File: src/rtl/bbwm_pkg.sv
// bbwm_pkg: shared types and constants of the billboard world matrix block
// transaction structs, queue entry, row bundle and back-end state codes; no dependencies
package bbwm_pkg;

    // exact width of a position difference
    localparam int DIFF_W      = 33;
    // depth of the queue between front and back
    localparam int QUEUE_DEPTH = 2;

    // matrix row codes
    localparam logic [1:0] ROW_RIGHT = 2'd0;
    localparam logic [1:0] ROW_UP    = 2'd1;
    localparam logic [1:0] ROW_BACK  = 2'd2;
    localparam logic [1:0] ROW_POS   = 2'd3;

    typedef struct packed {
        logic               mode;
        logic signed [31:0] cam_x;
        logic signed [31:0] cam_y;
        logic signed [31:0] cam_z;
        logic signed [31:0] billboard_x;
        logic signed [31:0] billboard_y;
        logic signed [31:0] billboard_z;
        logic signed [31:0] scale_x;
        logic signed [31:0] scale_y;
    } bbwm_in_t;

    typedef struct packed {
        logic [1:0]         row_index;
        logic signed [31:0] elem_x;
        logic signed [31:0] elem_y;
        logic signed [31:0] elem_z;
        logic               degenerate;
        logic               last;
    } bbwm_out_t;

    typedef enum logic [1:0] {
        JOB_NORMAL,
        JOB_CYL_ZERO,
        JOB_DEGEN
    } bbwm_kind_t;

    typedef struct packed {
        bbwm_kind_t                kind;
        logic signed [DIFF_W-1:0]  dx;
        logic signed [DIFF_W-1:0]  dy;
        logic signed [DIFF_W-1:0]  dz;
        logic signed [31:0]        sx;
        logic signed [31:0]        sy;
        logic signed [31:0]        px;
        logic signed [31:0]        py;
        logic signed [31:0]        pz;
    } bbwm_job_t;

    typedef struct packed {
        logic signed [31:0] x;
        logic signed [31:0] y;
        logic signed [31:0] z;
    } bbwm_vec_t;

    typedef struct packed {
        bbwm_vec_t [3:0] row;
        logic            degenerate;
    } bbwm_rows_t;

    typedef enum logic [2:0] {
        BK_IDLE,
        BK_NORM,
        BK_SQ,
        BK_SQRT,
        BK_DSET,
        BK_DIV,
        BK_MUL,
        BK_PUSH
    } bbwm_bk_state_t;

endpackage

File: src/rtl/bbwm_emit.sv
// bbwm_emit: row buffer that hands out the four matrix rows of a job
// uses bbwm_pkg; loaded by bbwm_back, drives the result channel
module bbwm_emit
    import bbwm_pkg::*;
(
    input  logic       aclk,
    input  logic       aresetn,
    input  logic       push,
    input  bbwm_rows_t rows_data,
    output logic       ready,
    output logic       m_valid,
    input  logic       m_ready,
    output bbwm_out_t  m_data
);

    bbwm_rows_t rows_reg;
    logic       busy_reg;
    logic [1:0] cnt_reg;

    // free once the last row is being taken
    assign ready   = !busy_reg || (m_ready && cnt_reg == ROW_POS);
    assign m_valid = busy_reg;

    always_comb begin
        m_data.row_index  = cnt_reg;
        m_data.elem_x     = rows_reg.row[cnt_reg].x;
        m_data.elem_y     = rows_reg.row[cnt_reg].y;
        m_data.elem_z     = rows_reg.row[cnt_reg].z;
        m_data.degenerate = rows_reg.degenerate;
        m_data.last       = (cnt_reg == ROW_POS);
    end

    always_ff @(posedge aclk) begin
        if (push) begin
            rows_reg <= rows_data;
        end
    end

    always_ff @(posedge aclk) begin
        if (!aresetn) begin
            busy_reg <= 1'b0;
            cnt_reg  <= ROW_RIGHT;
        end else if (push) begin
            busy_reg <= 1'b1;
            cnt_reg  <= ROW_RIGHT;
        end else if (busy_reg && m_ready) begin
            cnt_reg <= cnt_reg + 1'b1;
            if (cnt_reg == ROW_POS) begin
                busy_reg <= 1'b0;
            end
        end
    end

`ifndef SYNTHESIS
    a_no_overwrite: assert property (@(posedge aclk) disable iff (!aresetn)
        push |-> ready)
        else $error("row buffer loaded while rows still pending");
`endif

endmodule

File: config.mk
export PLATFORM = sky130hd
export DESIGN_NAME = bbwm_emit
export DESIGN_NICKNAME = d
export VERILOG_FILES = /design/src/rtl/bbwm_pkg.sv /design/src/rtl/bbwm_emit.sv
export SDC_FILE = /design/constraint.sdc
export NUM_CORES = 1
export LEC_CHECK = 0
export ABC_AREA = 1
export BUFFER_PORTS_ARGS = -buffer_cell sky130_fd_sc_hd__buf_2
export CAP_MARGIN = 20
export CORE_MARGIN = 10
export CORE_UTILIZATION = 42
export DETAILED_ROUTE_END_ITERATION = 16
export GPL_TIMING_DRIVEN = 0
export PLACE_DENSITY_LB_ADDON = 0.08
export SYNTH_ARGS = -nofsm -noshare
export SYNTH_HDL_FRONTEND = slang
export SYNTH_SLANG_ARGS = --single-unit
export TNS_END_PERCENT = 50
File: constraint.sdc
create_clock -name aclk -period 2.1 [get_ports aclk]
set_clock_uncertainty 0.05 [all_clocks]
set_input_delay 0.105 -clock aclk [delete_from_list [all_inputs] [get_ports aclk]]
set_output_delay 0.105 -clock aclk [all_outputs]
set_load 0.05 [all_outputs]
After elaboration in Yosys (flattened, before gate mapping)
Cells that the tools add are included.

word-level totals
  flip-flop bits (word level) = 388
  input bits = 389
  output and inout port bits = 102
  logic and storage cells = 32

operators by class
  add/sub/neg operators = 1
  order comparisons = 1
  eq/ne operators = 1
  muxes and demuxes = 5
  bitwise gates (word level) = 1
  reductions and logical operators = 8

operators by type and width
  cell                 count
  $bmux 96 s2          1
  $mux 96              1
  $reduce_bool 2->1    2
  $lt 2x3->1 const B   1
  $mux 1               3
  $add 2x1->2 const B  1
  $eq 2x2->1 const B   1
  $logic_and 1x1->1    2
  $reduce_and 2->1     1
  $reduce_or 2->1      1
  $logic_not 1->1      1
  $logic_or 1x1->1     1
  $not 1->1            1

Depth between registers and ports, before layout
  depth after elaboration = 4
  gate-level depth with buffers = 7
  gate-level depth less buffers = 4

Worst setup path after synthesis
Ideal clock, no wire load.

  path type = register to register
  from = register cnt_reg[1]
  to = register busy_reg, in the netlist m_valid
  setup time = 0.142 ns
  arrival time = 1.772 ns
  required time = 1.908 ns
  setup slack = 0.135 ns
  stages on the path, launching flop included = 5
  buffers on the path = 0
  clock period less this slack = 1.965 ns
  cells stage by stage = dfxtp_1 ha_1 nand2_1 nand2_1 a21oi_1

RTL lines
  item                    RTL line         source
  from (decl)             bbwm_emit.sv:18  logic [1:0] cnt_reg;
  from (signal assigned)  bbwm_emit.sv:47  cnt_reg <= cnt_reg + 1'b1;
  to (signal assigned)    bbwm_emit.sv:41  busy_reg <= 1'b0;
  to (signal assigned)    bbwm_emit.sv:44  busy_reg <= 1'b1;
  to (signal assigned)    bbwm_emit.sv:49  busy_reg <= 1'b0;
  to (decl)               bbwm_emit.sv:17  logic busy_reg;

==> flow_metrics.tcl <==
set metrics [dict create \
    cts_root_buffer "clkbuf_16" \
    synth_area_per_cell_um2 10.7 \
    dr.first_iter.drc_count 1109 \
    synth.distinct_cells 14 \
    syn_nets 1917 \
    max_freq_mhz 490 \
    dieArea_um2 47300 \
    grt_max_degree 123 \
    vias 13800 \
    antenna_found_initial 12 \
    pre_cts_slack_ps 68.3 \
    grt_pass1_vias 14300 \
    largest_reg_flops 384 \
    dpl.hpwl_um 37100 \
    grtUsageTotal_pct 23.3 \
    clockBufferDepth 3 \
    ios 491 \
    grt_pass1_wl_um 84200 \
    place.gp.congestion 0.830 \
    worst_path_max_delay_cell "dfxtp_4" \
    cap_violations 0 \
    placed_area_um2 19600 \
    start_util_pct 42.4 \
    critical_path_arrival_ps 1890 \
    path_class "flop to output pin" \
    layout_commonest_cell "nand2_1" \
    ant_nets 0 \
    startpoint_type "flop" \
    syn-instance-count 1527 \
    layout_min_cycle_time_ps 2040 \
    maxSlewViolCount 0 \
    wl_per_cell_um 18.8 \
    grt_remaining_overflow 0 \
    crit_chain "inv_8 -> buf_12 -> buf_6 -> nand2_1 -> nand3_1 -> nand2_1 -> buf_4" \
    setup_viol 0 \
    period_share_pct 97.2 \
    leakagePower_nw 12.2 \
    die_x_um 217 \
    netlist_top_cells_area "edfxtp_1 71%, nand2_1 11%, inv_1 8.9%, nand3_1 5.9%, buf_6 0.96%" \
    die_h_um 217 \
    cts_tree "yes" \
    routed_wirelength_um 56800 \
    drt_first_pass_iters 5 \
    area_growth_pct 55.4 \
    cp_common_cell "nand2_1" \
    synth_warnings 0 \
    fillCellCount 2903 \
    utilization_pct 65.9 \
    relSlewSlack_pct 56.1 \
    status "finished, final reports clean" \
    fin_nets 2847 \
    worst_slack_ps 58.7 \
    synth_area_um2 16400 \
    cts_buffers 43 \
    route.detailed.drc 0 \
    end_kind "output pin" \
    io_buffers 490 \
    fin_setup_tns_ps 0 \
    synth_top_area_share_pct 70.7 \
    ys_ff_latch 388 \
    rsz0062_at_grt "no" \
    power.density_nw_per_um2 767 \
    core_um2 38600 \
    fin_area_um2 25400 \
    tightest_slew_ps 659 \
    cpPeakStageDelay_ps 440 \
    clkLatencyLatePin_ps 560 \
    peakVddDrop_mv 0.687 \
    synth.yosys.seq_area_share_pct 71.0 \
    finalPower_mw 19.5 \
    hold_viol_final 0 \
    h-tree-depth 2 \
    clkSinkCount 388 \
    synth_largest_area_cell "edfxtp_1" \
    critPathMaxFanout 10 \
    clkTransAtPathRegs_ps 60 \
    hold_path_class "input pin to flop" \
    final_cell_mix "481 x nand2_1, 407 x buf_2, 389 x dlygate4sd3_1" \
    cp.required_ps 1950 \
    rows 72 \
    via_per_inst 4.55 \
    drive_above_1_share_pct 25.0 \
]
-- synth_stat cells --
cell and number:
dfxtp_1 3, buf_1 4, buf_6 14, inv_1 386, nor2_1 4, buf_4 19, inv_4 2, clkbuf_1 3
a21oi_1 2, nand2_1 486, edfxtp_1 385, nand3_1 193, buf_2 25, ha_1 1
-- worst max-delay path: cells and delay by family (launching register included) --
family / cells / cell delay (ps)
flops: 1 / 440
simple gates: 3 / 320
buf+inv: 4 / 560
-- where the power goes --
part / total, mW / internal (mW) / switching, mW
logic: 3.25 / 1.37 / 1.88
clock network: 6.89 / 3.87 / 3.03
registers: 9.36 / 9.20 / 0.163
total: 19.5 / 14.4 / 5.07
-- cell type report --
type	instances	area [um^2]	share of cell area (%)
Antenna cell	13	32.5	0.128
Buffer	64	707	2.78
Clock buffer	62	1170	4.60
Clock inverter	15	85.1	0.335
Inverter	388	1470	5.79
Multi-Input combinational cell	686	2840	11.2
Sequential cell	388	11600	45.7
Tap cell	518	648	2.55
Timing Repair Buffer	886	6840	26.9
-- what timing repair did --
item,CTS,global route
setup endpoints to repair,96,130
gates cloned,0,2
setup buffers,0,2
gates resized for setup,159,58
hold buffers,389,0
hold endpoints to repair,437,0
-- worst paths after layout --
check	startpoint	endpoint	slack (ps)	cells past startpoint
worst min-delay path	rows_data[298]	rows_reg[298]$_DFFE_PP_	180	2
worst max register to register	cnt_reg[0]$_SDFFE_PP0P_	m_valid$_SDFFE_PN0P_	460	5
worst max-delay path	cnt_reg[0]$_SDFFE_PP0P_	m_data[24]	60	7
worst min register to register	m_valid$_SDFFE_PN0P_	cnt_reg[0]$_SDFFE_PP0P_	540	2
-- cells by family (layout without fill, tap and decap cells) --
family	Yosys count	count (layout)	share of synthesized area, %
AO/OA/AOI/OAI	2	2	0.0612
adder cells (fa/ha/maj)	1	1	0.0765
buffers and inverters	453	1415	11.7
flip-flops	388	388	71.0
other	0	13	0
AND/OR/NAND/NOR	683	683	17.1
-- per-stage QoR --
step	hold WS [ps]	instances
after floorplan	154	1527
after global placement	232	2535
after detailed placement	233	2538
after CTS	144	3004
after global routing	171	3019
final	180	3020
-- metal layers --
layer	up-vias	global-route usage [%]	share of wire, %
met4	0	9.18	3.4
met2	578	40.3	51
li1	6649	-	-
met5	-	0	0
met3	115	5.70	7.2
met1	6410	27.3	38
Note: power is estimated with default switching activity, not from simulation.
