<file path="config.mk">
export PLATFORM = sky130hd
export DESIGN_NAME = bbwm_front
export DESIGN_NICKNAME = d
export VERILOG_FILES = /design/src/rtl/bbwm_pkg.sv /design/src/rtl/bbwm_front.sv
export SDC_FILE = /design/constraint.sdc
export NUM_CORES = 1
export LEC_CHECK = 0
export BUFFER_PORTS_ARGS = -buffer_cell sky130_fd_sc_hd__buf_2
export CAP_MARGIN = 20
export CORE_AREA = 2 2 204 206
export DETAILED_ROUTE_END_ITERATION = 12
export DIE_AREA = 0 0 206 208
export GPL_ROUTABILITY_DRIVEN = 0
export PLACE_DENSITY = 0.44
export SLEW_MARGIN = 30
export SYNTH_ARGS = -nofsm -noshare
export SYNTH_HDL_FRONTEND = slang
export SYNTH_SLANG_ARGS = --single-unit
</file>
<file path="constraint.sdc">
create_clock -name vclk -period 5.7
set_input_delay 1.14 -clock vclk [all_inputs]
set_output_delay 1.14 -clock vclk [all_outputs]
set_load 0.01 [all_outputs]
</file>
<file path="src/rtl/bbwm_pkg.sv">
// bbwm_pkg: shared types and constants of the billboard world matrix block
// transaction structs, queue entry, row bundle and back-end state codes; no dependencies
package bbwm_pkg;

    // exact width of a position difference
    localparam int DIFF_W      = 33;
    // depth of the queue between front and back
    localparam int QUEUE_DEPTH = 2;

    // matrix row codes
    localparam logic [1:0] ROW_RIGHT = 2'd0;
    localparam logic [1:0] ROW_UP    = 2'd1;
    localparam logic [1:0] ROW_BACK  = 2'd2;
    localparam logic [1:0] ROW_POS   = 2'd3;

    typedef struct packed {
        logic               mode;
        logic signed [31:0] cam_x;
        logic signed [31:0] cam_y;
        logic signed [31:0] cam_z;
        logic signed [31:0] billboard_x;
        logic signed [31:0] billboard_y;
        logic signed [31:0] billboard_z;
        logic signed [31:0] scale_x;
        logic signed [31:0] scale_y;
    } bbwm_in_t;

    typedef struct packed {
        logic [1:0]         row_index;
        logic signed [31:0] elem_x;
        logic signed [31:0] elem_y;
        logic signed [31:0] elem_z;
        logic               degenerate;
        logic               last;
    } bbwm_out_t;

    typedef enum logic [1:0] {
        JOB_NORMAL,
        JOB_CYL_ZERO,
        JOB_DEGEN
    } bbwm_kind_t;

    typedef struct packed {
        bbwm_kind_t                kind;
        logic signed [DIFF_W-1:0]  dx;
        logic signed [DIFF_W-1:0]  dy;
        logic signed [DIFF_W-1:0]  dz;
        logic signed [31:0]        sx;
        logic signed [31:0]        sy;
        logic signed [31:0]        px;
        logic signed [31:0]        py;
        logic signed [31:0]        pz;
    } bbwm_job_t;

    typedef struct packed {
        logic signed [31:0] x;
        logic signed [31:0] y;
        logic signed [31:0] z;
    } bbwm_vec_t;

    typedef struct packed {
        bbwm_vec_t [3:0] row;
        logic            degenerate;
    } bbwm_rows_t;

    typedef enum logic [2:0] {
        BK_IDLE,
        BK_NORM,
        BK_SQ,
        BK_SQRT,
        BK_DSET,
        BK_DIV,
        BK_MUL,
        BK_PUSH
    } bbwm_bk_state_t;

endpackage

</file>
<file path="src/rtl/bbwm_front.sv">
// bbwm_front: input side, forms camera minus billboard and classifies the transaction
// uses bbwm_pkg; feeds bbwm_queue
module bbwm_front
    import bbwm_pkg::*;
(
    input  logic      s_valid,
    output logic      s_ready,
    input  bbwm_in_t  s_data,
    output logic      q_push,
    output bbwm_job_t q_data,
    input  logic      q_full
);

    logic signed [DIFF_W-1:0] dx, dy, dz;

    always_comb begin
        dx = {s_data.cam_x[31], s_data.cam_x} - {s_data.billboard_x[31], s_data.billboard_x};
        dz = {s_data.cam_z[31], s_data.cam_z} - {s_data.billboard_z[31], s_data.billboard_z};
        // cylindrical mode drops the vertical part
        if (s_data.mode) begin
            dy = {s_data.cam_y[31], s_data.cam_y} - {s_data.billboard_y[31], s_data.billboard_y};
        end else begin
            dy = '0;
        end
    end

    always_comb begin
        q_data.dx = dx;
        q_data.dy = dy;
        q_data.dz = dz;
        q_data.sx = s_data.scale_x;
        q_data.sy = s_data.scale_y;
        q_data.px = s_data.billboard_x;
        q_data.py = s_data.billboard_y;
        q_data.pz = s_data.billboard_z;
        priority if (dx != '0 || dy != '0 || dz != '0) begin
            q_data.kind = JOB_NORMAL;
        end else if (s_data.mode) begin
            q_data.kind = JOB_DEGEN;
        end else begin
            q_data.kind = JOB_CYL_ZERO;
        end
    end

    assign s_ready = !q_full;
    assign q_push  = s_valid && !q_full;

endmodule

</file>
# After elaboration in Yosys (flattened, before gate mapping)

Index checks and enable logic that the tools add are counted.

Reductions and logical operators: 7
Multiplexer cells: 3
$add $sub $neg: 3

Operator list:

| operator                     | count |
|---|---|
| nonzero test 33 bit          | 3 |
| subtractor 32 x 32 -> 33 bit | 3 |
| 2-to-1 mux 33 bit            | 1 |
| 2-to-1 mux 2 bit             | 2 |
| logical OR 1 bit             | 2 |
| logical AND 1 bit            | 1 |
| logical NOT 1 bit            | 1 |

Bits in registers: 0
Word-level logic and storage cells: 13
Output and inout port bits: 263

# Longest topological paths before layout

Gate-level depths: netlist of run 1.

Depth in word-level cells: 6
Mapped depth: 14
Depth with buffers taken out: 14

# Worst setup path after synthesis of run 1

OpenSTA, ideal clock, no wires.

Kind: input to output
Start: input port s_data[160] (netlist bit)
End: output port q_data[259] (netlist bit)
Required time: 4.560 ns
Path buffers: 0
Arrival time: 4.954 ns
Stages: 14
Setup slack: -0.394 ns
Cell sequence: inv_1 -> ha_1 -> fa_1 -> nand2b_1 -> a21oi_1 -> o21ai_1 -> xnor2_1 -> or4_1 -> or4_1 -> nor4_1 -> nand4_1 -> or4_1 -> or4_4 -> nor4_1

RTL lines:

| item        | RTL line         | RTL |
|---|---|---|
| from (decl) | bbwm_front.sv:8  | `input bbwm_in_t s_data,` |
| to (decl)   | bbwm_front.sv:10 | `output bbwm_job_t q_data,` |

==> key figures, run 1 <==
Outcome
  • Status: finished with violations
  • Failing checks: setup timing

STA
  • Final worst setup slack: -566 ps
  • Worst Max-Slew Pin Slew: roughly 540 ps
  • Hold Violations, Final: 0
  • Final setup fails: 2
  • RSZ-0062 raised after global routing: yes
  • Fin. max-slew vios: 0
  • Max Fclk: between 0.15 and 0.2 GHz
  • Final Critical Period: 6270 ps
  • Fin crit share: 110%
  • Final setup TNS: -1060 ps
  • Fin Hold WS: 2280 ps
  • Slew headroom: between 60% and 70%

Logic synthesis
  • Syn Std Cell Area: approximately 0.0073 mm^2
  • Yosys top cell area share: 16.5%
  • Synth warn: 0
  • Syn nets: 1476
  • Register area share after synthesis: 0%
  • Avg Cell Area, Syn: 6.58 um^2
  • Unique masters post-synth: 70
  • Post-Syn Instances: ~1100
  • Leading area contributor after synthesis: ha_1
  • Largest cells by area after synthesis: ha_1, buf_4, a21oi_1

Power
  • Peak VDD IR: between 40 and 50 uV
  • Leakage: 0.00618 uW
  • Pwr dens: approximately 140 mW/mm^2

Cells and area
  • Ant diodes: 0
  • Seq cells: 0
  • Area occupied by multi-input gates: between 0.005 and 0.006 mm^2
  • Area Growth Syn to Fin: 53.9%
  • Reg area: 0 um^2
  • Leading cell type in the layout, fill and taps excluded: buf_2
  • Share of cells above drive strength 1: between 40% and 50%
  • NumNets Final: between 1500 and 2000
  • Commonest cells after routing, fill and taps aside: buf_2, buf_4, inv_1
  • FILL cells: between 4000 and 5000
  • Final core occ: 27.9%
  • CLK BUF: 0

Global route
  • GRT overflow: 0
  • Largest net degree at the start of global routing: 20
  • Vias in the first global route: 9409
  • First-pass GRT wire length: between 50 and 60 mm
  • GRT Resource Usage Total: 15.2%
  • Initial antenna violation count: 4

Detailed routing
  • Final wirelength: approximately 35 mm
  • Post-DRT Antenna Nets: 0
  • WL met1: between 10 and 15 mm
  • Highest metal used: met5
  • Met2 Wirelength: 17.5 mm
  • Initial DRC count: ~390
  • Post-route DRC: 0
  • Vias per cell: roughly 4.4
  • Met3 WL: approximately 2 mm
  • Via count: roughly 9500
  • WL/cell: roughly 16 um
  • Drt pass-1 iters: 5

Setup path
  • Element type at the critical path end: primary output
  • CP Data Arrival Time: between 5000 and 6000 ps
  • Setup CP Type: primary input to primary output
  • Critical path startpoint category: primary input
  • Maximum fanout along the worst path: 3
  • Req. time, crit path: approximately 4600 ps

Floorplanning
  • Initial core utilization: a little under a fifth
  • Die ar.: approximately 0.043 mm^2
  • Num rows: 74
  • Die Span Y: between 200 and 250 um
  • Core area: roughly 0.04 mm^2
  • Die width: slightly above 200 um
  • I/O Pins: around 520

Worst hold path
  • Min-delay src: s_data[10]
  • Hold path endpoint: q_data[106]
  • Cells on Worst Hold Path: 0
  • HP Class: primary input to primary output

Place
  • Final HPWL from detailed placement: around 32 mm
  • Port bufs: just under 400

Job
  • Max Cap Violations: 0
[layout make-up]
cell class / count / share of cell area, %
Tap cell: 532 / 5.89
Inverter: 126 / 4.27
Multi-Input combinational cell: 806 / 51.6
Timing Repair Buffer: 703 / 38.2
[cell usage after synthesis, types with 13 or more instances]
master	instances
a211oi_1	13
ha_1	97
a21oi_1	101
nor3_1	13
nor2_1	75
buf_4	161
xor2_1	33
nand2_1	96
xnor2_1	39
nand3_1	17
inv_1	126
o21a_1	16
nand4_1	22
o21ai_0	50
clkbuf_1	22
nand2b_1	14
and2_1	15
a21o_1	31
[kinds of logic (layout without fill, tap and decap cells)]
kind of cell / count (synthesis) / after routing / share of synthesized area (%)
AOI/OAI and AO/OA: 312 / 312 / 27.6
xor gates and xnor gates: 72 / 72 / 8.59
adders and majority gates: 100 / 100 / 17.3
buffers and inverters: 311 / 829 / 24.2
muxes: 4 / 4 / 0.545
and+or+nand+nor: 318 / 318 / 21.7
[routing by layer]
metal,up-vias,global-route usage [%]
li1,4781,-
met1,4322,18.6
met5,-,0
met3,38,2.08
met4,6,1.80
met2,311,28.6
[worst max-delay path, cell delays in order]
cell       delay (ps)
buf_2             110
ha_2              190
fa_2              350
nand2b_4          160
a211oi_4          260
buf_4             170
o2111ai_2         150
a211o_1           350
a21oi_2           180
nor2_1             80
xnor2_1           160
or4_1             530
a211o_1           320
or4_4             470
nor4b_4           320
buf_2             190
[worst max-delay path by stage]
stage,slack (ps),startpoint,endpoint
floorplan,-40,s_data[160],q_data[260]
CTS,-630,s_data[192],q_data[260]
global placement,-840,s_data[101],q_data[260]
finish,-570,s_data[128],q_data[260]
detailed placement,-860,s_data[96],q_data[260]
global route,-740,s_data[192],q_data[260]
[power by group]
group          total [uW]  switching, uW  internal (uW)
registers               0              0              0
clock network           0              0              0
logic                1550            805            745
[timing repair]
item | in CTS | in global routing
pin swaps | 8 | 2
resized for setup | 22 | 21
setup buffers | 3 | 2
endpoints found under the setup margin | 2 | 2
hold buffers | 0 | 0
hold endpoints to repair | 0 | 0
[through the flow]
stage                     setup slack, ps  instances  cell area, um^2  total power [uW]
after floorplan                     -35.4       1117             7460               798
after global placement               -839       2162            11100              1530
after CTS                            -628       2165            11200              1550
after detailed placement             -857       2162            11100              1530
final                                -566       2167            11300              1550
after global routing                 -745       2167            11300              1700
(Power assumes the default switching activity.)
==> run 2: changes to the inputs <==
--- a/config.mk
+++ b/config.mk
@@ -5,13 +5,14 @@
 export SDC_FILE = /design/constraint.sdc
 export NUM_CORES = 1
 export LEC_CHECK = 0
+export ABC_AREA = 1
 export BUFFER_PORTS_ARGS = -buffer_cell sky130_fd_sc_hd__buf_2
 export CAP_MARGIN = 20
-export CORE_AREA = 2 2 204 206
+export CORE_AREA = 2 2 203 205
 export DETAILED_ROUTE_END_ITERATION = 12
-export DIE_AREA = 0 0 206 208
+export DIE_AREA = 0 0 205 207
 export GPL_ROUTABILITY_DRIVEN = 0
-export PLACE_DENSITY = 0.44
+export PLACE_DENSITY = 0.51
 export SLEW_MARGIN = 30
 export SYNTH_ARGS = -nofsm -noshare
 export SYNTH_HDL_FRONTEND = slang
==> run 2 against run 1 <==
  * The run now ends clean
  * Non-clock buffer count fell by 307
  * Highest routed layer is now met4
  * Area after synthesis up 33%
  * Routed wire length increased by 8.2%
  * Fmax up 22%
==> key figures, run 2 <==
Outcome
  • Status: completed

Global route
  • Met3 Usage GRT: 0.850%
  • First-pass GRT wire length: 57.4 mm
  • Initial antenna violation count: 2
  • Met1 Usage GRT: a little over a fifth
  • Busiest grt layer: met2
  • Largest net degree at the start of global routing: 33
  • GRT Resource Usage Total: between 10% and 20%
  • GR Util met2: slightly above 30%
  • Vias in the first global route: about 11000
  • GRT overflow: 0

Cells and area
  • Area occupied by multi-input gates: 0.00664 mm^2
  • Final core occ: 27.7%
  • Seq cells: 0
  • Leading cell type in the layout, fill and taps excluded: nand2_1
  • Area Growth Syn to Fin: 14.6%
  • CLK BUF: 0
  • Reg area: 0 um^2
  • Commonest cells after routing, fill and taps aside: nand2_1, inv_1, buf_2
  • Design area: between 0.01 and 0.015 mm^2
  • NumNets Final: approximately 2600
  • FILL cells: 4834
  • Share of cells above drive strength 1: 21.5%
  • Non-Filler Instances: 2742

Detailed routing
  • Via count: approximately 12000
  • Post-route DRC: 0
  • Final wirelength: around 38 mm
  • Drt pass-1 iters: 5
  • Vias per cell: roughly 4.3
  • WL/cell: around 14 um
  • Initial DRC count: roughly 580
  • Post-DRT Antenna Nets: 0

Place
  • Placed cell areas: around 0.011 mm^2
  • Final HPWL from detailed placement: approximately 35 mm
  • Post-Place Cells: 2740
  • Port bufs: between 300 and 400
  • DP Worst Slack: around 460 ps

STA
  • Hold Violations, Final: 0
  • Max Fclk: between 0.15 and 0.2 GHz
  • Worst Max-Slew Pin Slew: approximately 730 ps
  • Slew headroom: roughly half
  • Final setup TNS: 0 ps
  • Fin. max-slew vios: 0
  • Final Critical Period: 5130 ps
  • Final setup fails: 0
  • Fin crit share: around nine tenths
  • Final worst setup slack: between 500 and 600 ps
  • RSZ-0062 raised after global routing: no

Clock tree
  • Post-CTS Hold Buffers: 0
  • Post-CTS setup buffer count: 0
  • Post-CTS Resized: 0

Logic synthesis
  • Synth warn: 0
  • Register area share after synthesis: 0%
  • Post-Syn Instances: 1976
  • Top-count cell post-synth: nand2_1
  • Unique masters post-synth: 35
  • Syn Std Cell Area: a little under 0.01 mm^2
  • Leading area contributor after synthesis: nand2_1
  • Syn nets: 2335
  • Yosys top cell area share: 26.2%
  • Commonest cells post-synth: nand2_1, inv_1, nor2_1, buf_4, nand3_1
  • Largest cells by area after synthesis: nand2_1, inv_1, ha_1
  • Avg Cell Area, Syn: 4.93 um^2

Setup path
  • Critical path startpoint category: primary input
  • Element type at the critical path end: primary output
  • CP Data Arrival Time: 3990 ps
  • Maximum fanout along the worst path: 4
  • Setup CP Type: primary input to primary output
  • Setup crit start: s_data[128]
  • Req. time, crit path: ~4600 ps

Worst hold path
  • Min-delay src: s_data[5]
  • HP Class: primary input to primary output

Floorplanning
  • Core area: roughly 0.04 mm^2
  • Initial core utilization: between 20% and 30%
  • Die ar.: ~0.042 mm^2
  • I/O Pins: about 520
  • Die Span Y: around 210 um
  • Die width: just over 200 um
  • Num rows: 74

Power
  • Peak VDD IR: 47.4 uV
  • Leakage: between 0.007 and 0.008 uW
  • Pwr dens: 114 mW/mm^2

Job
  • Max Cap Violations: 0
-- run 2: changes by cell type in the layout (fill, tap and decap cells not counted), moves of 34 or more --
cell and delta:
nand2_1 +585, inv_1 +373, buf_4 -306, nand3_1 +103
nor2_1 +89, nand2_2 +42, xnor2_1 -34
-- run 2: routing by layer --
| metal | routed length, um | share of wire, % |
|---|---|---|
| met2 | 18200 | 49 |
| met5 | 0 | 0 |
| met4 | 459 | 1.2 |
| met3 | 1780 | 4.7 |
| met1 | 17100 | 46 |
-- run 2: where the power goes --
group	internal, uW	switching [uW]	total (uW)
sequential	0	0	0
clock	0.0000473	0	0.0000473
combinational	446	829	1270
total	446	829	1270
-- run 2: area by class of cell --
cell class,count,share of cell area [%]
Multi-Input combinational cell,1314,59.5
Timing Repair Buffer,396,17.8
Inverter,498,16.7
Tap cell,532,5.96
Antenna cell,2,0.0448
-- run 2: stage by stage --
stage / hold WS (ps) / power (uW)
after global placement: 2280 / 1280
after floorplan: 2320 / 885
after CTS: 2280 / 1290
final: 2280 / 1270
after global routing: 2280 / 1440
after detailed placement: 2280 / 1280
-- run 2: worst paths after layout --
kind	slack [ps]	end	cells after the start
worst max-delay path	570	q_data[260]	21
worst min-delay path	2280	q_data[101]	0
-- run 2: logic make-up after synthesis --
family	synth area share (%)
buffers and inverters	31.8
xor gates and xnor gates	0.450
adders and majority gates	13.1
AOI/OAI and AO/OA	5.91
and+or+nand+nor	48.7
-- run 2: worst max-delay path, stage by stage --
cell and delay [ps]:
buf_2 110, ha_1 220, fa_1 390, inv_1 130
nand3_1 100, nand2_1 120, nand2_1 80, nand2_2 80
nand2_2 60, nand2_2 100, nand3_1 100, nand2_1 80
nand2_1 40, nand2_1 240, nand3_1 200, nor2_1 120
nand3_1 100, nor2_1 110, nand3_1 170, nor2_1 150
buf_2 140
==> run 3: changes to the inputs <==
==> constraint.sdc (replaced) <==
create_clock -name vclk -period 4.15
set_input_delay 0.83 -clock vclk [all_inputs]
set_output_delay 0.83 -clock vclk [all_outputs]
set_load 0.01 [all_outputs]
==> run 3 against run 2 <==
  * Non-clock buffer count rose by 292
  * Worst setup slack got worse by 480 ps
  * Final cell count grew 11%
  * Die area stayed put
  * Critical path depth grew 1
  * Routed wire length increased by 6.6%
  * Hold slack lost 620 ps
  * Utilization rose by 7.7 points
  * Clock-buffer cell count is the same
  * Via count increased by 9.8%
==> key figures, run 3 (synthesis results as in run 2) <==
Worst hold path
  • Cells on Worst Hold Path: 0
  • Hold path endpoint: q_data[101]
  • HP Class: primary input to primary output
  • Min-delay src: s_data[5]

Global route
  • GRT Resource Usage Total: between 10% and 20%
  • Largest net degree at the start of global routing: 28
  • Initial antenna violation count: 2
  • First-pass GRT wire length: between 60 and 70 mm
  • GRT overflow: 0
  • Vias in the first global route: around 12000

Power
  • Part of the power in registers: 0%
  • Clock Power Share: 0%
  • Sw Share: between 50% and 60%
  • Leakage: just over 0.009 uW
  • Internal power: roughly 1000 uW
  • Peak VDD IR: between 50 and 60 uV
  • Gate power share: 100.0%
  • Pwr dens: ~160 mW/mm^2
  • Post-route total power: 2310 uW
  • Sw power: ~1300 uW

Cells and area
  • Area Growth Syn to Fin: 46.4%
  • Reg area: 0 um^2
  • NumNets Final: between 2000 and 3000
  • Share of cells above drive strength 1: a little under two fifths
  • Commonest cells after routing, fill and taps aside: nand2_1, inv_1, buf_2
  • Leading cell type in the layout, fill and taps excluded: nand2_1
  • Design area: 0.0143 mm^2
  • Seq cells: 0
  • Non-Filler Instances: around 3000
  • CLK BUF: 0

Detailed routing
  • Final wirelength: 40.1 mm
  • Post-DRT Antenna Nets: 0
  • Drt pass-1 iters: 6
  • WL/cell: approximately 13 um
  • Initial DRC count: between 500 and 600
  • Via count: about 13000
  • Vias per cell: between 4 and 5
  • Post-route DRC: 0

STA
  • Final Critical Period: between 4000 and 5000 ps
  • Fin. max-slew vios: 0
  • Slew headroom: between 70% and 80%
  • Hold Violations, Final: 0
  • Max Fclk: 0.246 GHz
  • Final worst setup slack: 87.0 ps
  • Worst Max-Slew Pin Slew: around 370 ps
  • RSZ-0062 raised after global routing: yes
  • Final setup fails: 0
  • Fin Hold WS: between 1500 and 2000 ps
  • Fin crit share: a little over nine tenths

Place
  • Port bufs: about 400
  • Post-Place Cells: 3022
  • Final HPWL from detailed placement: 36.6 mm
  • Placed cell areas: 0.0133 mm^2
  • DP Worst Slack: -536 ps

Setup path
  • Req. time, crit path: between 3000 and 4000 ps
  • Slowest Stage Delay on Critical Path: between 300 and 400 ps
  • Maximum fanout along the worst path: 4
  • CP Data Arrival Time: between 3000 and 4000 ps
  • Crit path buf inv count: 5
  • Slowest CP cell: ha_1
  • Top cell by count, worst path: nand2_1
  • Crit-path cells: buf_2 -> inv_1 -> ha_1 -> nand2_1 -> inv_1 -> nand2_1 -> nand2_1 -> buf_4 -> nand2_1 -> nand2_1 -> a21oi_2 -> nand2_1 -> nand2_1 -> nand2_1 -> nor2_1 -> nand2_1 -> nor2_4 -> nand3_1 -> nor2_2 -> nand3_4 -> nor2_2 -> buf_2
  • Crit path max-delay family: simple AND/OR/NAND/NOR gates
  • Setup CP Type: primary input to primary output
  • Critical path startpoint category: primary input
  • Element type at the critical path end: primary output

Floorplanning
  • Die ar.: ~0.042 mm^2
  • Die Span Y: just over 200 um
  • Initial core utilization: 24.1%
  • Num rows: between 70 and 80
  • Core area: about 0.040 mm^2
  • I/O Pins: 522
  • Die width: a little over 200 um

Job
  • Max Cap Violations: 0

Outcome
  • Status: completed

Clock tree
  • Post-CTS Hold Buffers: 0
[run 3: cell count changes in the layout (fill, tap and decap cells not counted), moves of 10 or more]
cell / before / now
a21oi_1: 66 / 49
a21oi_2: 5 / 21
buf_4: 2 / 293
ha_1: 97 / 62
ha_4: 0 / 28
inv_1: 496 / 486
nand2_1: 681 / 644
nand2_2: 43 / 74
nand3_1: 119 / 96
nand3_2: 12 / 31
nor2_1: 163 / 139
nor2_2: 10 / 28
[run 3: area by class of cell]
type                            instances  area, um^2
Fill cell                            4617       26100
Tap cell                              532         666
Antenna cell                            2        5.00
Multi-Input combinational cell       1314        7490
Timing Repair Buffer                  688        4220
Inverter                              498        1880
[run 3: metal layers]
| layer | part of all wire (%) | routed length, um | vias to the layer above | GRT usage (%) |
|---|---|---|---|---|
| li1 | - | - | 6790 | - |
| met1 | 45 | 18000 | 5772 | 22.6 |
| met2 | 49 | 19500 | 363 | 32.4 |
| met3 | 4.8 | 1940 | 51 | 1.57 |
| met4 | 1.7 | 689 | 0 | 2.78 |
| met5 | 0 | 0 | - | 0 |
[run 3: what timing repair did]
action / 4_1_cts / 5_1_grt
cloned: 0 / 0
gates resized for setup: 65 / 129
setup endpoints to repair: 2 / 2
pin swaps: 28 / 45
setup buffers: 3 / 7
[run 3: power by group through the flow]
stage          registers [uW]  clock network (uW)  logic, uW
2_1_floorplan               0                   0       1210
3_3_place_gp                0                   0       2140
3_5_place_dp                0                   0       2160
4_1_cts                     0                   0       2210
5_1_grt                     0           0.0000322       2570
6_report                    0           0.0000645       2310
[run 3: worst max path at each step]
stage | from | cells past startpoint | endpoint | slack [ps]
floorplan | s_data[224] | 20 | q_data[259] | 520
global placement | s_data[96] | 20 | q_data[260] | -450
detailed placement | s_data[192] | 21 | q_data[260] | -540
CTS | s_data[160] | 21 | q_data[260] | -60
global route | s_data[224] | 22 | q_data[260] | -110
finish | s_data[144] | 22 | q_data[260] | 90
[run 3: metrics by stage]
stage,util [%],TNS (ps)
3_5_place_dp,32.9,-1060
5_1_grt,35.3,-198
6_report,35.3,0
4_1_cts,33.6,-115
3_3_place_gp,32.9,-891
2_1_floorplan,-,0
