===== config.mk =====
export PLATFORM = sky130hd
export DESIGN_NAME = bbwm_queue
export DESIGN_NICKNAME = d
export VERILOG_FILES = /design/src/rtl/bbwm_pkg.sv /design/src/rtl/bbwm_queue.sv
export SDC_FILE = /design/constraint.sdc
export NUM_CORES = 1
export LEC_CHECK = 0
export BUFFER_PORTS_ARGS = -buffer_cell sky130_fd_sc_hd__buf_2
export CAP_MARGIN = 20
export CORE_AREA = 2 2 207 209
export DETAILED_ROUTE_END_ITERATION = 8
export DIE_AREA = 0 0 209 211
export HOLD_SLACK_MARGIN = 0.05
export PLACE_DENSITY = 0.73
export SLEW_MARGIN = 5
export SYNTH_ARGS = -nofsm -noshare
export SYNTH_HDL_FRONTEND = slang
export SYNTH_SLANG_ARGS = --single-unit
export TNS_END_PERCENT = 50

===== constraint.sdc =====
create_clock -name aclk -period 46 [get_ports aclk]
set_input_delay 9.2 -clock aclk [delete_from_list [all_inputs] [get_ports aclk]]
set_output_delay 9.2 -clock aclk [all_outputs]
set_load 0.005 [all_outputs]

===== src/rtl/bbwm_pkg.sv =====
// bbwm_pkg: shared types and constants of the billboard world matrix block
// transaction structs, queue entry, row bundle and back-end state codes; no dependencies
package bbwm_pkg;

    // exact width of a position difference
    localparam int DIFF_W      = 33;
    // depth of the queue between front and back
    localparam int QUEUE_DEPTH = 2;

    // matrix row codes
    localparam logic [1:0] ROW_RIGHT = 2'd0;
    localparam logic [1:0] ROW_UP    = 2'd1;
    localparam logic [1:0] ROW_BACK  = 2'd2;
    localparam logic [1:0] ROW_POS   = 2'd3;

    typedef struct packed {
        logic               mode;
        logic signed [31:0] cam_x;
        logic signed [31:0] cam_y;
        logic signed [31:0] cam_z;
        logic signed [31:0] billboard_x;
        logic signed [31:0] billboard_y;
        logic signed [31:0] billboard_z;
        logic signed [31:0] scale_x;
        logic signed [31:0] scale_y;
    } bbwm_in_t;

    typedef struct packed {
        logic [1:0]         row_index;
        logic signed [31:0] elem_x;
        logic signed [31:0] elem_y;
        logic signed [31:0] elem_z;
        logic               degenerate;
        logic               last;
    } bbwm_out_t;

    typedef enum logic [1:0] {
        JOB_NORMAL,
        JOB_CYL_ZERO,
        JOB_DEGEN
    } bbwm_kind_t;

    typedef struct packed {
        bbwm_kind_t                kind;
        logic signed [DIFF_W-1:0]  dx;
        logic signed [DIFF_W-1:0]  dy;
        logic signed [DIFF_W-1:0]  dz;
        logic signed [31:0]        sx;
        logic signed [31:0]        sy;
        logic signed [31:0]        px;
        logic signed [31:0]        py;
        logic signed [31:0]        pz;
    } bbwm_job_t;

    typedef struct packed {
        logic signed [31:0] x;
        logic signed [31:0] y;
        logic signed [31:0] z;
    } bbwm_vec_t;

    typedef struct packed {
        bbwm_vec_t [3:0] row;
        logic            degenerate;
    } bbwm_rows_t;

    typedef enum logic [2:0] {
        BK_IDLE,
        BK_NORM,
        BK_SQ,
        BK_SQRT,
        BK_DSET,
        BK_DIV,
        BK_MUL,
        BK_PUSH
    } bbwm_bk_state_t;

endpackage


===== src/rtl/bbwm_queue.sv =====
// bbwm_queue: short queue of classified jobs between front and back
// uses bbwm_pkg for the entry type and depth
module bbwm_queue
    import bbwm_pkg::*;
(
    input  logic      aclk,
    input  logic      aresetn,
    input  logic      push,
    input  bbwm_job_t push_data,
    output logic      full,
    input  logic      pop,
    output bbwm_job_t pop_data,
    output logic      empty
);

    localparam int PTR_W = (QUEUE_DEPTH > 1) ? $clog2(QUEUE_DEPTH) : 1;
    localparam int CNT_W = $clog2(QUEUE_DEPTH + 1);

    bbwm_job_t        entries_reg [QUEUE_DEPTH];
    logic [PTR_W-1:0] wr_ptr_reg, wr_ptr_next;
    logic [PTR_W-1:0] rd_ptr_reg, rd_ptr_next;
    logic [CNT_W-1:0] count_reg, count_next;

    assign full     = (count_reg == CNT_W'(QUEUE_DEPTH));
    assign empty    = (count_reg == '0);
    assign pop_data = entries_reg[rd_ptr_reg];

    always_comb begin
        wr_ptr_next = wr_ptr_reg;
        rd_ptr_next = rd_ptr_reg;
        count_next  = count_reg;
        if (push) begin
            wr_ptr_next = (wr_ptr_reg == PTR_W'(QUEUE_DEPTH - 1)) ? '0 : wr_ptr_reg + 1'b1;
        end
        if (pop) begin
            rd_ptr_next = (rd_ptr_reg == PTR_W'(QUEUE_DEPTH - 1)) ? '0 : rd_ptr_reg + 1'b1;
        end
        if (push && !pop) begin
            count_next = count_reg + 1'b1;
        end else if (pop && !push) begin
            count_next = count_reg - 1'b1;
        end
    end

    always_ff @(posedge aclk) begin
        if (push) begin
            entries_reg[wr_ptr_reg] <= push_data;
        end
    end

    always_ff @(posedge aclk) begin
        if (!aresetn) begin
            wr_ptr_reg <= '0;
            rd_ptr_reg <= '0;
            count_reg  <= '0;
        end else begin
            wr_ptr_reg <= wr_ptr_next;
            rd_ptr_reg <= rd_ptr_next;
            count_reg  <= count_next;
        end
    end

endmodule


# == Word-level counts from Yosys, hierarchy flattened ==
# Memories as Yosys holds them, arrays and structs flattened. A register that Yosys moved wholly into a read port is not among the register bits.
# Index checks and enable logic that the tools add are counted.
# op_classes
reduce_logical,6
mux,8
addsub,4
n_eq_ne,1
# ops
op,count
$mux 1,6
$mux 2,2
$add 1x1->1 const B,2
$add 2x1->2 const B,1
$eq 2x2->1 const B,1
$logic_and 1x1->1,2
$logic_not 1->1,2
$logic_not 2->1,1
$reduce_bool 2->1,1
$sub 2x1->2 const B,1
# word_totals
memories,1
out_inout_bits,263
mem_bits_rw,522
register_bits,4
# mem_list
memory,depth,width,read_ports,rd_clocked_by_memory_dff,write_ports,line_no,text
entries_reg,2,261,1,1,1,bbwm_queue.sv:19,bbwm_job_t entries_reg [QUEUE_DEPTH];

# == Depth between registers and ports, before layout ==
# Gate-level depths: netlist of run 1.
# depth
ltp_word,4
mapped_depth,5
mapped_depth_nobuf,5

# == Least setup slack after synthesis of run 1 ==
# OpenSTA, ideal clock, no wires.
# synth_path
path_kind,input-to-reg
startpoint,in push
endpoint,reg wr_ptr_reg
cell_stages,2
path_buffers,0
slack_ns,24.569
arrival_ns,21.319
required_ns,45.888
path_cell_list,nor2b_1 o21a_1
# synth_lines
element,line_no,text
from (decl),bbwm_queue.sv:8,"input logic push,"
to (signal assigned),bbwm_queue.sv:57,wr_ptr_reg <= wr_ptr_next;
to (decl),bbwm_queue.sv:20,"logic [PTR_W-1:0] wr_ptr_reg, wr_ptr_next;"

==> reports/qor.csv, run 1 <==
stage;metric;value;unit
clock_tree;clock root cell;clkbuf_16;
setup_path;reg2reg path depth;3;
clock_tree;clock tree buffer depth;3;
synthesis;synthesized area;19800;sq um
clock_tree;CTS resizes;0;
placement;Port-buffer cells;527;
power_and_ir_drop;Int Power;0.883;mW
clock_tree;CTS Buf Count;52;
timing;crit path time final;12.19;ns
clock_tree;CTS sink cnt;527;
route;DR DRC count;0;
outcome;status;finished clean;
timing;relative slew slack;25.1;%
grt;largest net degree at the start of global routing;126;
floorplanning;Die X;209;um
timing;Finish-stage setup viols;0;
hold_path;Hold Path Cell Cnt;2;
clock_tree;H-tree depth;2;
clock_tree;CTS clk-pin slew, worst paths;0.06;ns
timing;Final Slew Violations;0;
synthesis;post-synthesis sequential area ratio;79.6;%
setup_path;worst reg2reg startpoint;wr_ptr_reg$_SDFFE_PN0P_;
power_and_ir_drop;worst vdd ir;0.0383;mV
grt;initial antenna violation count;15;
timing;RSZ-0062 raised after global routing;no;
power_and_ir_drop;Psw;0.229;mW
timing;final hold viol count;0;
placement;DP Wirelength;28000;um
timing;Final Skew;0.0161;ns
setup_path;CP max FO;62;
timing;final worst path period share;26.5;%
floorplanning;Die ar.;44100;sq um
synthesis;YS warnings;0;
timing;Slew @ Worst Pin;1.12;ns
timing;Sum Neg Setup Slack;0;ns
route;antenna viol nets, final;0;
synthesis;Synth Net Count;1100;
grt;vias in the first global route;10200;
grt;GR Util All Layers;17.7;%
synthesis;syn avg cell area;23.8;sq um
finish;layout cells sized above 1;61.2;%
route;DR WL/cell;20.6;um
power_and_ir_drop;Sw Ratio;20.6;%
clock_tree;hold_buf cts;0;
synthesis;Syn Inst Count;834;
route;Starting DRT DRC Count;562;
clock_tree;Clock Latency Late Sink;0.56;ns
grt;global-route wire length before repair;58300;um
setup_path;CP Data Required Time;36.80;ns
clock_tree;Post-CTS Setup Bufs;0;
hold_path;startpoint of the lowest-slack hold path;count_reg[1]$_SDFFE_PN0P_;
hold_path;Worst Hold Class;flip-flop to flip-flop;
setup_path;Worst EP arrival;2.99;ns
timing;setup ws final;33.82;ns
placement;Place WS;33.71;ns
setup_path;Startpoint Class;flip-flop;
synthesis;flops & latches, synth;527;
floorplanning;die height;211;um
finish;max FFs per register;522;
clock_tree;CTS tree;built;
job;max cap viols;0;
setup_path;CP endpoint kind;primary output;
route;DRT Wirelength;40900;um
route;Pre-antenna DRT Iters;4;
synthesis;Synth cell types;17;
floorplanning;std cell rows;75;
placement;gpl congestion;0.771;
finish;fin nets;1662;
timing;Fmax;0.0821;GHz
floorplanning;core footprint;41800;sq um
power_and_ir_drop;Comb pwr share;10.1;%
power_and_ir_drop;total power per unit cell area;44.9;nW/um^2
power_and_ir_drop;Sequential Power Share;50.6;%
setup_path;CP Class;flip-flop to primary output;
power_and_ir_drop;power share of the clock group;39.3;%
grt;gr ovfl total;0;
floorplanning;initial core utilization;47.5;%
route;Vias/cell;4.95;
finish;Area Overhead vs Synth;25.0;%
route;via count;9830;
floorplanning;I/O Pins;528;
power_and_ir_drop;Static Leak;9.70;nW
==> Yosys cell counts <==
master / n / area share (%)
nor2b_1: 3 / 0.095
a21boi_0: 1 / 0.038
edfxtp_1: 522 / 79
o21ai_0: 1 / 0.025
inv_1: 1 / 0.019
xor2_1: 2 / 0.088
buf_6: 22 / 1.2
or3_1: 1 / 0.032
dfxtp_1: 5 / 0.50
and2_1: 4 / 0.13
o21a_1: 1 / 0.038
nor2_1: 1 / 0.019
mux2_4: 190 / 14
mux2_2: 71 / 4.0
buf_2: 7 / 0.18
ha_1: 1 / 0.063
xnor2_1: 1 / 0.044
==> power by group through the flow <==
stage	clock network, mW	logic [mW]	registers (mW)
after CTS	0.447	0.111	0.565
after detailed placement	0	0.110	0.575
after global routing	0.463	0.119	0.564
after floorplan	0	0.0648	0.578
after global placement	0	0.109	0.573
final	0.437	0.112	0.562
==> per-layer routing <==
metal	share of wire, %	track usage (%)	up-vias
li1	-	-	4475
met2	52	31.0	352
met3	7.4	5.66	90
met4	3.6	8.72	8
met1	37	19.3	4905
met5	0.14	0	-
==> stage by stage <==
step | hold WS [ns] | utilization, % | instance area (sq um) | total power, mW | std cells
2_1_floorplan | 0.473 | - | 19800 | 0.643 | 834
5_1_grt | 0.592 | 59.3 | 24800 | 1.15 | 1985
3_5_place_dp | 0.530 | 55.0 | 22900 | 0.685 | 1880
3_3_place_gp | 0.486 | 55.0 | 22900 | 0.682 | 1880
6_report | 0.542 | 59.3 | 24800 | 1.11 | 1987
4_1_cts | 0.542 | 59.2 | 24700 | 1.12 | 1975
==> cell families (layout without fill, tap and decap cells) <==
logic type | Yosys count | after routing | share of synthesized area, %
adder cells (fa/ha/maj) | 1 | 1 | 0.0631
flip-flops | 527 | 527 | 79.6
multiplexers | 261 | 261 | 18.4
buffers and inverters | 30 | 633 | 1.45
AO/OA/AOI/OAI | 3 | 3 | 0.101
AND/OR/NAND/NOR | 9 | 9 | 0.271
XOR/XNOR | 3 | 3 | 0.133
other | 0 | 11 | 0
==> cell type report <==
cell class	instances	area [sq um]
clock buffers	61	1360
multi-input cells	277	3770
diodes	11	27.5
clock inverters	34	418
well taps	539	674
fillers	3042	17000
flip-flops and latches	527	15800
inverters	1	3.75
repair buffers	537	2750
==> worst max-delay path, stage by stage (launching register included) <==
cell     delay [ns]
dfxtp_4        0.54
buf_16         0.33
buf_4          0.90
mux2_2         0.43
buf_2          0.14
==> path summary, 6_finish.rpt <==
check | to | slack [ns]
setup reg to reg | entries_reg[1][177]$_DFFE_PP_ | 42.66
hold / removal | count_reg[1]$_SDFFE_PN0P_ | 0.54
setup / recovery | pop_data[244] | 33.82
hold reg to reg | count_reg[1]$_SDFFE_PN0P_ | 0.54
==> cells in the final DEF, fill, tap and decap left out, types with 4 or more instances in the layout <==
master     synthesis  layout
edfxtp_1         522     522
bufinv_16          0      10
clkbuf_1           0       8
buf_2              7     527
clkbuf_16          0      53
dfxtp_1            5       4
clkinv_2           0      13
mux2_2            71      71
diode_2            0      11
mux2_4           190     190
clkinv_1           0       9
buf_4              0       8
Note: power is estimated with default switching activity, not from simulation.
==> inputs of run 2 (changes only) <==
--- a/config.mk
+++ b/config.mk
@@ -7,11 +7,11 @@
 export LEC_CHECK = 0
 export BUFFER_PORTS_ARGS = -buffer_cell sky130_fd_sc_hd__buf_2
 export CAP_MARGIN = 20
-export CORE_AREA = 2 2 207 209
+export CORE_AREA = 2 2 203 205
 export DETAILED_ROUTE_END_ITERATION = 8
-export DIE_AREA = 0 0 209 211
+export DIE_AREA = 0 0 205 207
 export HOLD_SLACK_MARGIN = 0.05
-export PLACE_DENSITY = 0.73
+export PLACE_DENSITY = 0.76
 export SLEW_MARGIN = 5
 export SYNTH_ARGS = -nofsm -noshare
 export SYNTH_HDL_FRONTEND = slang
==> constraint.sdc (replaced) <==
create_clock -name aclk -period 11.55 [get_ports aclk]
set_input_delay 2.31 -clock aclk [delete_from_list [all_inputs] [get_ports aclk]]
set_output_delay 2.31 -clock aclk [all_outputs]
set_load 0.005 [all_outputs]
==> run 2 against run 1 <==
Worst setup slack worse by 28 ns. Clock skew shrank 0.0037 ns. First-iteration DRC count shrank 16%. Highest routed layer unchanged. Largest cell class unchanged. Sequential cell count did not move. Sequential share of layout area up 0.69 points. Sequential power rose to 4.0 times the previous value. Via count rose by 1.5%. Register-to-register slack worse by 34 ns.
==> reports/qor.csv, run 2 (synthesis gave the netlist of run 1 again) <==
stage;metric;value;unit;change
outcome;status;finished clean;;
clock_tree;CTS Buf Count;51;;-1.9%
timing;final worst path period share;50.1;%;
route;via count;9975;;+1.5%
setup_path;CP Data Required Time;9.24;ns;-27.56 ns
placement;Cell Area, Placed;22900;sq um;about the same
floorplanning;initial core utilization;49.1;%;+1.6 points
placement;Port-buffer cells;527;;unchanged
floorplanning;Die X;205;um;-1.9%
floorplanning;core footprint;40400;sq um;-3.3%
setup_path;worst reg2reg path endpoint;entries_reg[1][176]$_DFFE_PP_;;
timing;crit path time final;5.78;ns;
grt;gr ovfl total;0;;unchanged
clock_tree;CTS tree;built;;
route;DR WL/cell;21.3;um;+3.6%
finish;Sequential Area;15800;sq um;unchanged
route;Vias/cell;5.04;;+1.8%
floorplanning;std cell rows;74;;-1.3%
floorplanning;Die ar.;42400;sq um;-3.8%
timing;RSZ-0062 raised after global routing;no;;
job;max cap viols;0;;unchanged
power_and_ir_drop;Psw;0.890;mW;+290%
timing;relative slew slack;30.0;%;+4.9 points
clock_tree;clock root cell;clkbuf_16;;
power_and_ir_drop;total power per unit cell area;171;nW/um^2;+280%
route;Pre-antenna DRT Iters;4;;unchanged
power_and_ir_drop;Static Leak;9.57;nW;-1.4%
power_and_ir_drop;worst vdd ir;0.137;mV;+260%
clock_tree;CTS sink cnt;527;;unchanged
power_and_ir_drop;Int Power;3.31;mW;+270%
route;Starting DRT DRC Count;472;;-16%
finish;commonest non-fill, non-tap cell in the layout;buf_2;;
grt;largest net degree at the start of global routing;121;;-4.0%
finish;fill count;2944;;-3.2%
timing;final hold viol count;0;;unchanged
finish;fin nets;1661;;-0.060%
clock_tree;hold_buf cts;0;;unchanged
placement;DP Wirelength;29500;um;+5.5%
grt;global-route wire length before repair;60300;um;+3.5%
clock_tree;CTS clk-pin slew, worst paths;0.06;ns;about the same
power_and_ir_drop;power share of the clock group;36.1;%;-3.2 points
grt;vias in the first global route;10500;;+3.2%
timing;Finish-stage setup viols;0;;unchanged
hold_path;Worst Hold Class;flip-flop to flip-flop;;
setup_path;Startpoint Class;flip-flop;;
clock_tree;CTS resizes;0;;unchanged
route;top sig layer;met5;;
route;WL met3;3380;um;+12%
grt;initial antenna violation count;24;;+9
power_and_ir_drop;Comb pwr share;10.4;%;+0.3 points
setup_path;reg2reg path depth;3;;unchanged
route;DR DRC count;0;;unchanged
route;wire length on met2;22200;um;+3.7%
setup_path;CP endpoint kind;primary output;;
floorplanning;die height;207;um;-1.9%
timing;Sum Neg Setup Slack;0;ns;unchanged
setup_path;crit path to;pop_data[256];;
floorplanning;I/O Pins;528;;unchanged
finish;layout cells sized above 1;60.7;%;-0.46 points
clock_tree;Post-CTS Setup Bufs;0;;unchanged
finish;area occupied by multi-input gates;3770;sq um;unchanged
finish;design area;24500;sq um;-1.1%
setup_path;CP Class;flip-flop to primary output;;
grt;GR Util All Layers;19.1;%;+1.5 points
clock_tree;H-tree depth;2;;unchanged
timing;Final Skew;0.0124;ns;-0.00373 ns
route;antenna viol nets, final;0;;unchanged
finish;most frequent cells in the layout;buf_2, edfxtp_1, mux2_4;;
power_and_ir_drop;Sw Ratio;21.2;%;+0.59 points
finish;Area Overhead vs Synth;23.6;%;
finish;fin util;60.7;%;+1.4 points
route;DRT Wirelength;42200;um;+3.2%
timing;Hold Slack;0.541;ns;-0.000935 ns
power_and_ir_drop;Sequential Power Share;53.5;%;+2.9 points
setup_path;Worst EP arrival;3.47;ns;+0.48 ns
setup_path;worst reg2reg startpoint;wr_ptr_reg$_SDFFE_PN0P_;;
route;WL met1;14700;um;-1.9%
timing;Slew @ Worst Pin;1.05;ns;-0.0728 ns
clock_tree;clock tree buffer depth;3;;unchanged
setup_path;CP max FO;62;;unchanged
timing;Final Slew Violations;0;;unchanged
clock_tree;Clock Latency Late Sink;0.58;ns;+0.02 ns
setup_path;setup slack, reg-to-reg;8.32;ns;-34.34 ns
placement;gpl congestion;0.835;;+8.3%
finish;max FFs per register;522;;unchanged
timing;Fmax;0.173;GHz;
## run 2: cell count changes in the layout (fill, tap and decap cells not counted)
cell / previous run / this run
clkinv_4: 0 / 2
buf_16: 1 / 0
buf_4: 8 / 9
bufinv_16: 10 / 2
clkbuf_1: 8 / 12
clkbuf_16: 53 / 51
clkinv_2: 13 / 9
clkinv_1: 9 / 10
diode_2: 11 / 15
inv_6: 0 / 3
## run 2: area by class of cell
cell class	instances	share of cell area, %
multi-input cells	277	15.4
flip-flops and latches	527	64.4
clock inverters	28	0.837
repair buffers	537	11.1
inverters	1	0.0153
clock buffers	63	5.39
diodes	15	0.153
well taps	532	2.72
## run 2: how the worst min path moves through the flow
stage,cells past startpoint,from,end
after global placement,2,count_reg[1]$_SDFFE_PN0P_,count_reg[1]$_SDFFE_PN0P_
final,2,count_reg[1]$_SDFFE_PN0P_,count_reg[1]$_SDFFE_PN0P_
after global routing,2,count_reg[1]$_SDFFE_PN0P_,count_reg[1]$_SDFFE_PN0P_
after CTS,2,count_reg[1]$_SDFFE_PN0P_,count_reg[1]$_SDFFE_PN0P_
after floorplan,2,count_reg[1]$_SDFFE_PN0P_,count_reg[1]$_SDFFE_PN0P_
after detailed placement,2,count_reg[1]$_SDFFE_PN0P_,count_reg[1]$_SDFFE_PN0P_
## run 2: critical path, stage by stage, from the launching register on
cell	delay, ns
dfxtp_4	0.60
buf_4	0.72
buf_4	0.92
mux2_2	0.42
buf_2	0.13
## run 2: metal layers
| layer | vias to the layer above | track usage [%] |
|---|---|---|
| li1 | 4471 | - |
| met1 | 4945 | 20.3 |
| met2 | 427 | 33.5 |
| met3 | 114 | 6.03 |
| met4 | 18 | 10.7 |
| met5 | - | 0 |
## run 2: power by group through the flow
stage / sequential, mW / clock (mW) / combinational, mW
6_report: 2.25 / 1.52 / 0.436
5_1_grt: 2.25 / 1.62 / 0.467
4_1_cts: 2.25 / 1.55 / 0.441
3_5_place_dp: 2.29 / 0 / 0.439
3_3_place_gp: 2.28 / 0 / 0.431
2_1_floorplan: 2.29 / 0 / 0.258
## run 2: stage by stage
| step | total power, mW | setup slack (ns) | std cells |
|---|---|---|---|
| floorplan | 2.55 | 1.99 | 834 |
| global placement | 2.71 | 6.24 | 1874 |
| detailed placement | 2.73 | 6.20 | 1874 |
| CTS | 4.24 | 5.75 | 1965 |
| global route | 4.34 | 5.58 | 1979 |
| finish | 4.20 | 5.77 | 1980 |
==> inputs of run 3 (changes only) <==
==> constraint.sdc (replaced) <==
create_clock -name aclk -period 5.8 [get_ports aclk]
set_input_delay 1.16 -clock aclk [delete_from_list [all_inputs] [get_ports aclk]]
set_output_delay 1.16 -clock aclk [all_outputs]
set_load 0.005 [all_outputs]
==> run 3 against run 2 <==
Critical path depth decreased by 1. Sequential cell count unchanged. Routed wire length decreased by 1.8%. Total power increased by 100%. First-iteration DRC count increased by 15%. Sequential power increased by 99%.
==> reports/qor.csv, run 3 (synthesis gave the netlist of run 1 again) <==
stage;metric;value;unit;change
outcome;status;finished clean;;
setup_path;CP Data Required Time;4.64;ns;-4.60 ns
power_and_ir_drop;power share of the clock group;36.5;%;+0.4 points
clock_tree;clock root cell;clkbuf_16;;
finish;most frequent cells in the layout;buf_2, edfxtp_1, mux2_4;;
setup_path;crit path to;pop_data[247];;
timing;crit path time final;3.85;ns;
clock_tree;Post-CTS Setup Bufs;0;;unchanged
timing;setup ws final;1.95;ns;-3.82 ns
hold_path;Worst Hold Class;flip-flop to flip-flop;;
finish;Sequential Area;15800;sq um;unchanged
route;via count;9877;;-0.98%
finish;fin nets;1665;;+0.24%
grt;vias in the first global route;10300;;-2.3%
clock_tree;hold_buf cts;0;;unchanged
placement;DP Wirelength;28100;um;-4.7%
finish;Area Overhead vs Synth;24.3;%;
setup_path;Startpoint Class;flip-flop;;
setup_path;setup slack, reg-to-reg;3.67;ns;-4.65 ns
clock_tree;H-tree depth;2;;unchanged
clock_tree;CTS resizes;0;;unchanged
route;DR DRC count;0;;unchanged
clock_tree;CTS clk-pin slew, worst paths;0.06;ns;about the same
grt;global-route wire length before repair;60300;um;about the same
clock_tree;clock tree buffer depth;3;;unchanged
route;DRT Wirelength;41400;um;-1.8%
job;max cap viols;0;;unchanged
setup_path;worst reg2reg startpoint;wr_ptr_reg$_SDFFE_PN0P_;;
power_and_ir_drop;Sequential Power Share;53.1;%;-0.4 points
timing;Finish-stage setup viols;0;;unchanged
placement;gpl congestion;0.809;;-3.1%
floorplanning;std cell rows;74;;unchanged
grt;gr ovfl total;0;;unchanged
finish;fin util;61.1;%;+0.33 points
grt;GR Util All Layers;18.9;%;-0.19 points
setup_path;worst reg2reg path endpoint;entries_reg[0][162]$_DFFE_PP_;;
timing;Final Skew;0.0152;ns;+0.00282 ns
clock_tree;CTS sink cnt;527;;unchanged
power_and_ir_drop;Psw;1.80;mW;+100%
finish;area occupied by multi-input gates;3770;sq um;unchanged
finish;commonest non-fill, non-tap cell in the layout;buf_2;;
route;Starting DRT DRC Count;541;;+15%
placement;Port-buffer cells;527;;unchanged
floorplanning;core footprint;40400;sq um;unchanged
placement;Place WS;2.48;ns;-3.72 ns
setup_path;CP endpoint kind;primary output;;
timing;Fmax;0.260;GHz;
setup_path;CP Class;flip-flop to primary output;;
floorplanning;die height;207;um;unchanged
floorplanning;initial core utilization;49.1;%;unchanged
finish;layout cells sized above 1;60.6;%;-0.14 points
setup_path;Worst EP arrival;2.69;ns;-0.78 ns
route;Vias/cell;4.99;;-1.0%
floorplanning;I/O Pins;528;;unchanged
power_and_ir_drop;worst vdd ir;0.253;mV;+85%
timing;RSZ-0062 raised after global routing;no;;
timing;Final Slew Violations;0;;unchanged
clock_tree;CTS Buf Count;52;;+2.0%
power_and_ir_drop;Sw Ratio;21.3;%;+0.13 points
power_and_ir_drop;Int Power;6.63;mW;+100%
clock_tree;Clock Latency Late Sink;0.57;ns;about the same
power_and_ir_drop;Comb pwr share;10.4;%;about the same
power_and_ir_drop;total power per unit cell area;342;nW/um^2;+100%
finish;max FFs per register;522;;unchanged
timing;relative slew slack;39.1;%;+9.1 points
route;Pre-antenna DRT Iters;5;;+1
setup_path;reg2reg path depth;2;;-1
timing;final worst path period share;66.4;%;
timing;Slew @ Worst Pin;0.914;ns;-0.137 ns
timing;final hold viol count;0;;unchanged
clock_tree;CTS tree;built;;
route;antenna viol nets, final;0;;unchanged
setup_path;CP max FO;54;;-13%
grt;largest net degree at the start of global routing;131;;+8.3%
finish;fill count;2926;;-0.61%
floorplanning;Die X;205;um;unchanged
power_and_ir_drop;Static Leak;9.62;nW;+0.58%
route;DR WL/cell;20.9;um;-1.8%
grt;initial antenna violation count;15;;-38%
floorplanning;Die ar.;42400;sq um;unchanged
==> run 3: cell count changes in the layout (fill, tap and decap cells not counted) <==
cell	before	now
diode_2	15	11
inv_6	3	0
buf_16	0	1
buf_12	1	7
buf_4	9	5
clkbuf_1	12	9
clkinv_1	10	17
clkbuf_16	51	53
inv_8	1	0
==> run 3: final cells by class <==
class / count / share of cell area, %
Timing Repair Buffer: 540 / 11.5
Clock buffer: 62 / 5.52
Antenna cell: 11 / 0.112
Inverter: 1 / 0.0152
Multi-Input combinational cell: 277 / 15.3
Clock inverter: 31 / 0.787
Tap cell: 532 / 2.70
Sequential cell: 527 / 64.0
==> run 3: worst max-delay path: stages, from the launching register on <==
cell and delay, ns:
dfxtp_4 0.95, buf_4 0.60, mux2_2 0.41, buf_2 0.13
==> run 3: layer usage <==
layer	routed length, um	part of all wire (%)	up-vias	track usage (%)
li1	-	-	4479	-
met1	14900	36	4907	21.1
met2	21400	52	380	32.9
met3	3460	8.4	101	6.10
met4	1590	3.8	10	8.61
met5	66	0.16	-	0
==> run 3: power by group through the flow <==
stage	registers (mW)	logic (mW)	clock network, mW
2_1_floorplan	4.55	0.514	0
3_3_place_gp	4.54	0.872	0
3_5_place_dp	4.56	0.886	0
4_1_cts	4.48	0.890	3.16
5_1_grt	4.49	0.940	3.29
6_report	4.47	0.878	3.08
==> run 3: worst min path at each step <==
| stage | start | to | depth (start not counted) | slack [ns] |
|---|---|---|---|---|
| floorplan | count_reg[1]$_SDFFE_PN0P_ | count_reg[1]$_SDFFE_PN0P_ | 2 | 0.47 |
| detailed placement | count_reg[1]$_SDFFE_PN0P_ | count_reg[1]$_SDFFE_PN0P_ | 2 | 0.51 |
| finish | count_reg[1]$_SDFFE_PN0P_ | count_reg[1]$_SDFFE_PN0P_ | 2 | 0.53 |
| CTS | count_reg[1]$_SDFFE_PN0P_ | count_reg[1]$_SDFFE_PN0P_ | 2 | 0.53 |
| global route | count_reg[1]$_SDFFE_PN0P_ | count_reg[1]$_SDFFE_PN0P_ | 2 | 0.55 |
| global placement | count_reg[1]$_SDFFE_PN0P_ | count_reg[1]$_SDFFE_PN0P_ | 2 | 0.49 |
==> run 3: metrics by stage <==
step | power, mW | hold WS, ns | cell area, sq um | TNS [ns] | instances
after CTS | 8.53 | 0.529 | 24600 | 0 | 1969
final | 8.43 | 0.526 | 24600 | 0 | 1981
after floorplan | 5.07 | 0.473 | 19800 | -488.87 | 834
after detailed placement | 5.44 | 0.514 | 23000 | 0 | 1876
after global routing | 8.72 | 0.549 | 24600 | 0 | 1980
after global placement | 5.42 | 0.489 | 23000 | 0 | 1876
